==> src/hdl/prrt_pkg.sv <==
// shared types and constants of the page range reservation table
package prrt_pkg;

    localparam int PAGE_W = 36;
    localparam int CNT_W = 20;
    localparam int GSH_W = 5;
    localparam logic [GSH_W-1:0] GSH_MAX = 5'd20;
    localparam logic [PAGE_W-1:0] PAGE_MAX = {PAGE_W{1'b1}};

    // request kinds
    typedef enum logic [1:0] {
        OP_RSV_AT  = 2'd0,
        OP_RSV_ANY = 2'd1,
        OP_CHECK   = 2'd2,
        OP_NONE    = 2'd3
    } op_t;

    // result codes
    typedef enum logic [2:0] {
        STAT_OK       = 3'd0,
        STAT_OUTSIDE  = 3'd1,
        STAT_OVERLAP  = 3'd2,
        STAT_NO_SPACE = 3'd3,
        STAT_FULL     = 3'd4,
        STAT_ZERO     = 3'd5
    } status_t;

    // configuration register indexes
    typedef enum logic [1:0] {
        CFG_REGION_START = 2'd0,
        CFG_REGION_END   = 2'd1,
        CFG_WM_START     = 2'd2,
        CFG_GRAN_SHIFT   = 2'd3
    } cfg_reg_t;

    // controller states
    typedef enum logic [3:0] {
        S_IDLE   = 4'd0,
        S_CHECK  = 4'd1,
        S_SCAN   = 4'd2,
        S_EVAL   = 4'd3,
        S_DIFF   = 4'd4,
        S_STEP   = 4'd5,
        S_RECORD = 4'd6,
        S_RESP   = 4'd7
    } state_t;

    // commands from controller to datapath
    typedef struct packed {
        logic    load_item;
        logic    scan_clear;
        logic    scan_run;
        logic    target_load;
        logic    target_start;
        logic    diff_load;
        logic    cand_step;
        logic    record;
        logic    wm_bump;
        logic    wm_cand;
        logic    out_load;
        logic    out_acc;
        logic    out_res_cand;
        status_t out_status;
    } ctrl_cmd_t;

    // status from datapath to controller
    typedef struct packed {
        op_t  op;
        logic zero_cnt;
        logic below_start;
        logic at_end;
        logic table_full;
        logic scan_done;
        logic pipe_busy;
        logic overlap;
        logic out_busy;
    } dp_status_t;

endpackage

==> src/hdl/prrt_ctrl.sv <==
// controller state machine of the page range reservation table
module prrt_ctrl import prrt_pkg::*; (
    input  logic       aclk,
    input  logic       aresetn,
    input  logic       s_tvalid,
    output logic       s_tready,
    input  dp_status_t stat,
    output ctrl_cmd_t  cmd
);

    state_t  state_reg, state_next;
    status_t st_reg, st_next;
    logic    acc_reg, acc_next;
    logic    res_cand_reg, res_cand_next;

    // state and held result code
    always_ff @(posedge aclk) begin
        if (!aresetn) begin
            state_reg <= S_IDLE;
            st_reg <= STAT_OK;
            acc_reg <= 1'b0;
            res_cand_reg <= 1'b0;
        end else begin
            state_reg <= state_next;
            st_reg <= st_next;
            acc_reg <= acc_next;
            res_cand_reg <= res_cand_next;
        end
    end

    // next state and commands
    always_comb begin
        state_next = state_reg;
        st_next = st_reg;
        acc_next = acc_reg;
        res_cand_next = res_cand_reg;
        s_tready = 1'b0;
        cmd = '0;
        cmd.out_status = st_reg;
        cmd.out_acc = acc_reg;
        cmd.out_res_cand = res_cand_reg;

        case (state_reg)
            S_IDLE: begin
                s_tready = 1'b1;
                if (s_tvalid) begin
                    cmd.load_item = 1'b1;
                    state_next = S_CHECK;
                end
            end

            S_CHECK: begin
                st_next = STAT_OK;
                acc_next = 1'b0;
                res_cand_next = 1'b0;
                case (stat.op)
                    OP_RSV_AT: begin
                        if (stat.zero_cnt) begin
                            st_next = STAT_ZERO;
                            state_next = S_RESP;
                        end else if (stat.below_start || stat.at_end) begin
                            st_next = STAT_OUTSIDE;
                            state_next = S_RESP;
                        end else begin
                            cmd.scan_clear = 1'b1;
                            state_next = S_SCAN;
                        end
                    end
                    OP_RSV_ANY: begin
                        if (stat.zero_cnt) begin
                            st_next = STAT_ZERO;
                            state_next = S_RESP;
                        end else if (stat.table_full) begin
                            st_next = STAT_FULL;
                            state_next = S_RESP;
                        end else if (stat.at_end) begin
                            // search ran off the region: keep candidate as watermark
                            cmd.wm_cand = 1'b1;
                            st_next = STAT_NO_SPACE;
                            state_next = S_RESP;
                        end else if (stat.below_start) begin
                            cmd.target_load = 1'b1;
                            cmd.target_start = 1'b1;
                            state_next = S_DIFF;
                        end else begin
                            cmd.scan_clear = 1'b1;
                            state_next = S_SCAN;
                        end
                    end
                    OP_CHECK: begin
                        if (stat.below_start || stat.at_end) begin
                            st_next = STAT_OUTSIDE;
                            state_next = S_RESP;
                        end else begin
                            cmd.scan_clear = 1'b1;
                            state_next = S_SCAN;
                        end
                    end
                    default: begin
                        state_next = S_RESP;
                    end
                endcase
            end

            S_SCAN: begin
                cmd.scan_run = 1'b1;
                if (stat.scan_done && !stat.pipe_busy) begin
                    state_next = S_EVAL;
                end
            end

            S_EVAL: begin
                case (stat.op)
                    OP_RSV_AT: begin
                        if (stat.overlap) begin
                            st_next = STAT_OVERLAP;
                            state_next = S_RESP;
                        end else if (stat.table_full) begin
                            st_next = STAT_FULL;
                            state_next = S_RESP;
                        end else begin
                            acc_next = 1'b1;
                            res_cand_next = 1'b1;
                            state_next = S_RECORD;
                        end
                    end
                    OP_RSV_ANY: begin
                        if (stat.overlap) begin
                            // skip past the furthest overlapping range
                            cmd.target_load = 1'b1;
                            state_next = S_DIFF;
                        end else begin
                            acc_next = 1'b1;
                            res_cand_next = 1'b1;
                            state_next = S_RECORD;
                        end
                    end
                    OP_CHECK: begin
                        acc_next = stat.overlap;
                        state_next = S_RESP;
                    end
                    default: begin
                        state_next = S_RESP;
                    end
                endcase
            end

            S_DIFF: begin
                cmd.diff_load = 1'b1;
                state_next = S_STEP;
            end

            S_STEP: begin
                cmd.cand_step = 1'b1;
                state_next = S_CHECK;
            end

            S_RECORD: begin
                cmd.record = 1'b1;
                cmd.wm_bump = (stat.op == OP_RSV_ANY);
                state_next = S_RESP;
            end

            S_RESP: begin
                if (!stat.out_busy) begin
                    cmd.out_load = 1'b1;
                    state_next = S_IDLE;
                end
            end

            default: begin
                state_next = S_IDLE;
            end
        endcase
    end

endmodule

==> config.mk <==
export PLATFORM = sky130hd
export DESIGN_NAME = prrt_ctrl
export DESIGN_NICKNAME = d
export VERILOG_FILES = /design/src/hdl/prrt_pkg.sv /design/src/hdl/prrt_ctrl.sv
export SDC_FILE = /design/constraint.sdc
export NUM_CORES = 1
export LEC_CHECK = 0
export BUFFER_PORTS_ARGS = -buffer_cell sky130_fd_sc_hd__buf_2
export CORE_MARGIN = 5
export CORE_UTILIZATION = 40
export DETAILED_ROUTE_END_ITERATION = 12
export PLACE_DENSITY = 0.67
export SKIP_CTS_REPAIR_TIMING = 1
export SKIP_LAST_GASP = 1
export SYNTH_ARGS = -nofsm -noshare
export SYNTH_HDL_FRONTEND = slang
export SYNTH_SLANG_ARGS = --single-unit
==> constraint.sdc <==
create_clock -name aclk -period 2.2 [get_ports aclk]
set_clock_uncertainty 0.05 [all_clocks]
set_input_delay 0.44 -clock aclk [delete_from_list [all_inputs] [get_ports aclk]]
set_output_delay 0.44 -clock aclk [all_outputs]
set_load 0.005 [all_outputs]
==> results of run 1 <==
path summary, 6_finish.rpt:
path | startpoint | end | cells past startpoint
worst min-delay path | st_reg[0] | st_reg[0] | 2
worst max register to register | state_reg[2] | st_reg[2] | 5
worst max-delay path | state_reg[2] | cmd[12] | 5
worst min register to register | st_reg[0] | st_reg[0] | 2
through the flow:
step	util (%)	cells	setup slack (ns)	hold WS, ns
final	52.0	130	0.167	0.424
after global routing	52.0	130	0.0425	0.457
after CTS	52.0	130	0.152	0.426
after detailed placement	50.6	127	0.303	0.416
after global placement	50.6	127	0.362	0.406
after floorplan	-	89	0.495	0.413
routing by layer:
layer,global-route usage (%),vias to the layer above
met3,2.37,0
met4,5.11,0
met2,20.2,23
met5,0,-
met1,18.8,332
li1,-,370
final cells by class:
cell class | count | area share, %
Timing Repair Buffer | 31 | 20.0
Multi-Input combinational cell | 66 | 52.0
Clock buffer | 3 | 2.81
Tap cell | 16 | 2.50
Sequential cell | 8 | 20.0
Inverter | 6 | 2.81
cells in the mapped netlist:
cell type / number
o221a_2: 2
inv_1: 6
a31o_2: 1
nor3b_1: 2
a31oi_1: 3
buf_4: 2
o22ai_1: 1
o31ai_1: 1
o221a_1: 2
buf_6: 2
o21ai_0: 2
and2b_1: 2
nor2_1: 11
and4_1: 1
a211o_1: 3
a221oi_1: 1
and3_1: 2
dfxtp_1: 8
and2_1: 2
nand3_1: 2
o31a_1: 2
nand2_1: 7
nand2b_1: 4
o311ai_0: 1
nand4b_1: 1
a21oi_1: 6
buf_2: 4
nor4b_4: 1
buf_1: 1
nor3_1: 6
cell families after synthesis:
logic type             synth area share, %
AND/OR/NAND/NOR                       34.7
AO/OA/AOI/OAI                         28.4
buffers and inverters                 12.7
flip-flops                            24.2
power breakdown:
group / leakage, nW / switching [mW] / total [mW] / internal, mW
Combinational: 0.318 / 0.126 / 0.232 / 0.105
Sequential: 0.0658 / 0.0314 / 0.203 / 0.172
Clock: 0.0138 / 0.0478 / 0.110 / 0.0623
Total: 0.398 / 0.205 / 0.545 / 0.339
worst min-delay path, stage by stage, from the launching register on:
cell,delay (ns)
dfxtp_1,0.30
nand2_1,0.05
o22ai_1,0.07
==> impl_metrics.json, run 1 <==
{
  "status": "completed",
  "critical_path_required_ns": 1.71,
  "critPathLaunchType": "register",
  "die_w_um": 50.6,
  "grt_pass1_wl_mm": 2.81,
  "num_rows": 14,
  "routed_wl_mm": 1.77,
  "io_buffer_count": 29,
  "setup_viol": 0,
  "cp-end-kind": "output port",
  "crit_fanout": 9,
  "gr-usage-all-layers_pct": 13.4,
  "fillCellCount": 176,
  "finalCriticalPeriod_ns": 2.03,
  "cts_tree": "done",
  "syn_area_per_cell_um2": 7.42,
  "root_buffer": "clkbuf_4",
  "regArea_um2": 160,
  "dr.first_iter.drc_count": 21,
  "tns_ns": 0,
  "clk_pin_slew_worst_paths_ns": 0.06,
  "area_delta_synth_final_pct": 21.4,
  "synth_cells": 89,
  "ys_ff_latch": 8,
  "regToRegSetupSlack_ns": 0.71,
  "max_stage_delay_ns": 0.48,
  "grt_max_degree": 13,
  "place_hpwl_mm": 1.40,
  "synth_top_area_share_pct": 24.2,
  "syn_nets": 102,
  "wl_met2_um": 847,
  "num_vias": 725,
  "slew_headroom_pct": 75.5,
  "rsz0062_at_grt": "no",
  "synthTopCellsByArea": "dfxtp_1 24%, nor2_1 6.3%, a21oi_1 4.5%",
  "initial_core_util_pct": 42.9,
  "synth_top_area_cell": "dfxtp_1",
  "totalPowerFinal_mw": 0.545,
  "drv_slew": 0,
  "numClockSinks": 8,
  "first_global_vias": 620,
  "ctsHtreeMaxLevel": 1,
  "final_common_cell": "buf_2",
  "cp_top_family": "simple AND/OR/NAND/NOR gates",
  "die_h_um": 50.6,
  "yosys_warnings": 0,
  "drv_cap": 0,
  "routed.top_layer": "met3",
  "io_pins": 30,
  "viasPerCell": 5.58,
  "drive_above_1_share_pct": 33.3,
  "cp.buffers_inverters": 1,
  "stdcell_area_um2": 802,
  "ir_worst_vdd_mv": 0.338,
  "path_cells": "nand2b_1 > nor2_1 > and4_1 > a31o_2 > buf_2",
  "final_hold_viol_count": 0,
  "die_area_um2": 2560,
  "ant_nets": 0,
  "wl_met1_um": 827,
  "first_pass_iters": 4,
  "cp.arrival_ns": 1.54,
  "place_congestion": 0.862,
  "synth-seq-area-share_pct": 24.2,
  "hold_class": "register to register",
  "layout_common_cells": "29 x buf_2, 11 x nor2_1, 8 x dfxtp_1",
  "clock_path_buffers": 2,
  "synth_area_um2": 661,
  "fmax_mhz": 492,
  "crit_type": "register to output port",
  "cts_buffers": 3,
  "n_antenna_cell": 0,
  "finalNetCount": 129,
  "multi_input_area_um2": 417,
  "wl_per_cell_um": 13.6,
  "grt-ovfl-total": 0,
  "min_period_over_period_pct": 92.4,
  "synth_cell_types": 30,
  "leakage_nw": 0.398,
  "met3_wirelength_um": 92,
  "drc_errors": 0,
  "worst_pin_slew_ns": 0.364,
  "cp_slowest_cell": "dfxtp_1",
  "grt_antenna_before_repair": 0,
  "coreArea_um2": 1540,
  "power.density_nw_per_um2": 679,
  "clk_latency_ns": 0.24,
  "placed_cell_area_um2": 779
}
Note: power is estimated with default switching activity, not from simulation.
==> inputs of run 2 (changes only) <==
--- a/config.mk
+++ b/config.mk
@@ -6,7 +6,6 @@
 export NUM_CORES = 1
 export LEC_CHECK = 0
 export BUFFER_PORTS_ARGS = -buffer_cell sky130_fd_sc_hd__buf_2
-export CORE_MARGIN = 5
 export CORE_UTILIZATION = 40
 export DETAILED_ROUTE_END_ITERATION = 12
 export PLACE_DENSITY = 0.67
==> impl_metrics.json, run 2 (same netlist as run 1, synthesis figures left out) <==
{
  "status": "completed",
  "io_buffer_count": 29,
  "clk_latency_ns": 0.25,
  "numClockSinks": 8,
  "viasPerCell": 5.62,
  "die_h_um": 42.6,
  "grt_antenna_before_repair": 0,
  "grt_max_degree": 13,
  "io_pins": 30,
  "layout_common_cells": "29 x buf_2, 11 x nor2_1, 8 x dfxtp_1",
  "finalNetCount": 130,
  "wl_per_cell_um": 12.8,
  "leakage_nw": 0.403,
  "first_pass_iters": 4,
  "gr-usage-all-layers_pct": 19.5,
  "tns_ns": 0,
  "finalCriticalPeriod_ns": 2.04,
  "place_congestion": 0.845,
  "num_vias": 736,
  "n_antenna_cell": 0,
  "first_global_vias": 660,
  "dr.first_iter.drc_count": 21,
  "cp.arrival_ns": 1.55,
  "area_delta_synth_final_pct": 22.5,
  "fillCellCount": 155,
  "cts_buffers": 3,
  "cp-end-kind": "output port",
  "slew_headroom_pct": 80.1,
  "drc_errors": 0,
  "num_rows": 14,
  "totalPowerFinal_mw": 0.552,
  "drv_cap": 0,
  "final_hold_viol_count": 0,
  "ir_worst_vdd_mv": 0.297,
  "critical_path_required_ns": 1.71,
  "worst_pin_slew_ns": 0.295,
  "hold_class": "register to register",
  "crit_fanout": 9,
  "place_hpwl_mm": 1.30,
  "drv_slew": 0,
  "grt_pass1_wl_mm": 2.82,
  "setup_viol": 0,
  "clk_pin_slew_worst_paths_ns": 0.05,
  "coreArea_um2": 1520,
  "initial_core_util_pct": 43.3,
  "min_period_over_period_pct": 92.8,
  "root_buffer": "clkbuf_4",
  "die_w_um": 42.6,
  "routed_wl_mm": 1.68,
  "ctsHtreeMaxLevel": 1,
  "power.density_nw_per_um2": 682,
  "final_common_cell": "buf_2",
  "fmax_mhz": 490,
  "critPathLaunchType": "register",
  "cts_tree": "done",
  "grt-ovfl-total": 0,
  "rsz0062_at_grt": "no",
  "clock_path_buffers": 2,
  "crit_type": "register to output port",
  "die_area_um2": 1820,
  "drive_above_1_share_pct": 33.9,
  "ant_nets": 0
}
-- run 2: cell count changes in the layout (fill, tap and decap cells not counted), sizes merged --
cell,previous run,this run
buf,31,32
-- run 2: layout make-up --
| type | instances | area [um^2] | share of cell area (%) |
|---|---|---|---|
| Sequential cell | 8 | 160 | 19.8 |
| Tap cell | 16 | 20.0 | 2.47 |
| Multi-Input combinational cell | 66 | 417 | 51.5 |
| Clock buffer | 3 | 22.5 | 2.78 |
| Timing Repair Buffer | 32 | 168 | 20.7 |
| Inverter | 6 | 22.5 | 2.78 |
-- run 2: final timing paths --
kind                                   to          from  slack, ns  depth (start not counted)
worst max-delay path              cmd[12]  state_reg[0]       0.16                          5
worst min-delay path            st_reg[0]     st_reg[0]       0.41                          2
worst max register to register  st_reg[2]  state_reg[0]       0.71                          5
worst min register to register  st_reg[0]     st_reg[0]       0.41                          2
-- run 2: metal layers --
layer / GRT usage, % / part of all wire, % / wire length (um) / up-vias
li1: - / - / - / 373
met1: 26.1 / 48 / 806 / 339
met2: 32.4 / 49 / 818 / 22
met3: 1.29 / 3.2 / 53 / 2
met4: 7.50 / 0.12 / 2 / 0
met5: 0 / 0 / 0 / -
-- run 2: power breakdown --
| group | switching [mW] | leakage, nW | internal [mW] | total [mW] |
|---|---|---|---|---|
| logic | 0.133 | 0.323 | 0.111 | 0.244 |
| registers | 0.0246 | 0.0658 | 0.172 | 0.196 |
| clock network | 0.0497 | 0.0138 | 0.0624 | 0.112 |
-- run 2: stage by stage --
step	std cells	util [%]	instance area, um^2	hold slack, ns	worst slack, ns
floorplan	89	-	661	0.413	0.495
global placement	128	51.6	787	0.408	0.366
detailed placement	128	51.6	787	0.413	0.327
CTS	131	53.1	810	0.417	0.159
global route	131	53.1	810	0.444	0.0415
finish	131	53.1	810	0.414	0.159
-- run 2: worst max-delay path: stages (launching register included) --
cell and delay, ns:
dfxtp_1 0.49, nand2b_1 0.13, nor2_1 0.23, and4_1 0.25, a31o_2 0.10, buf_2 0.10
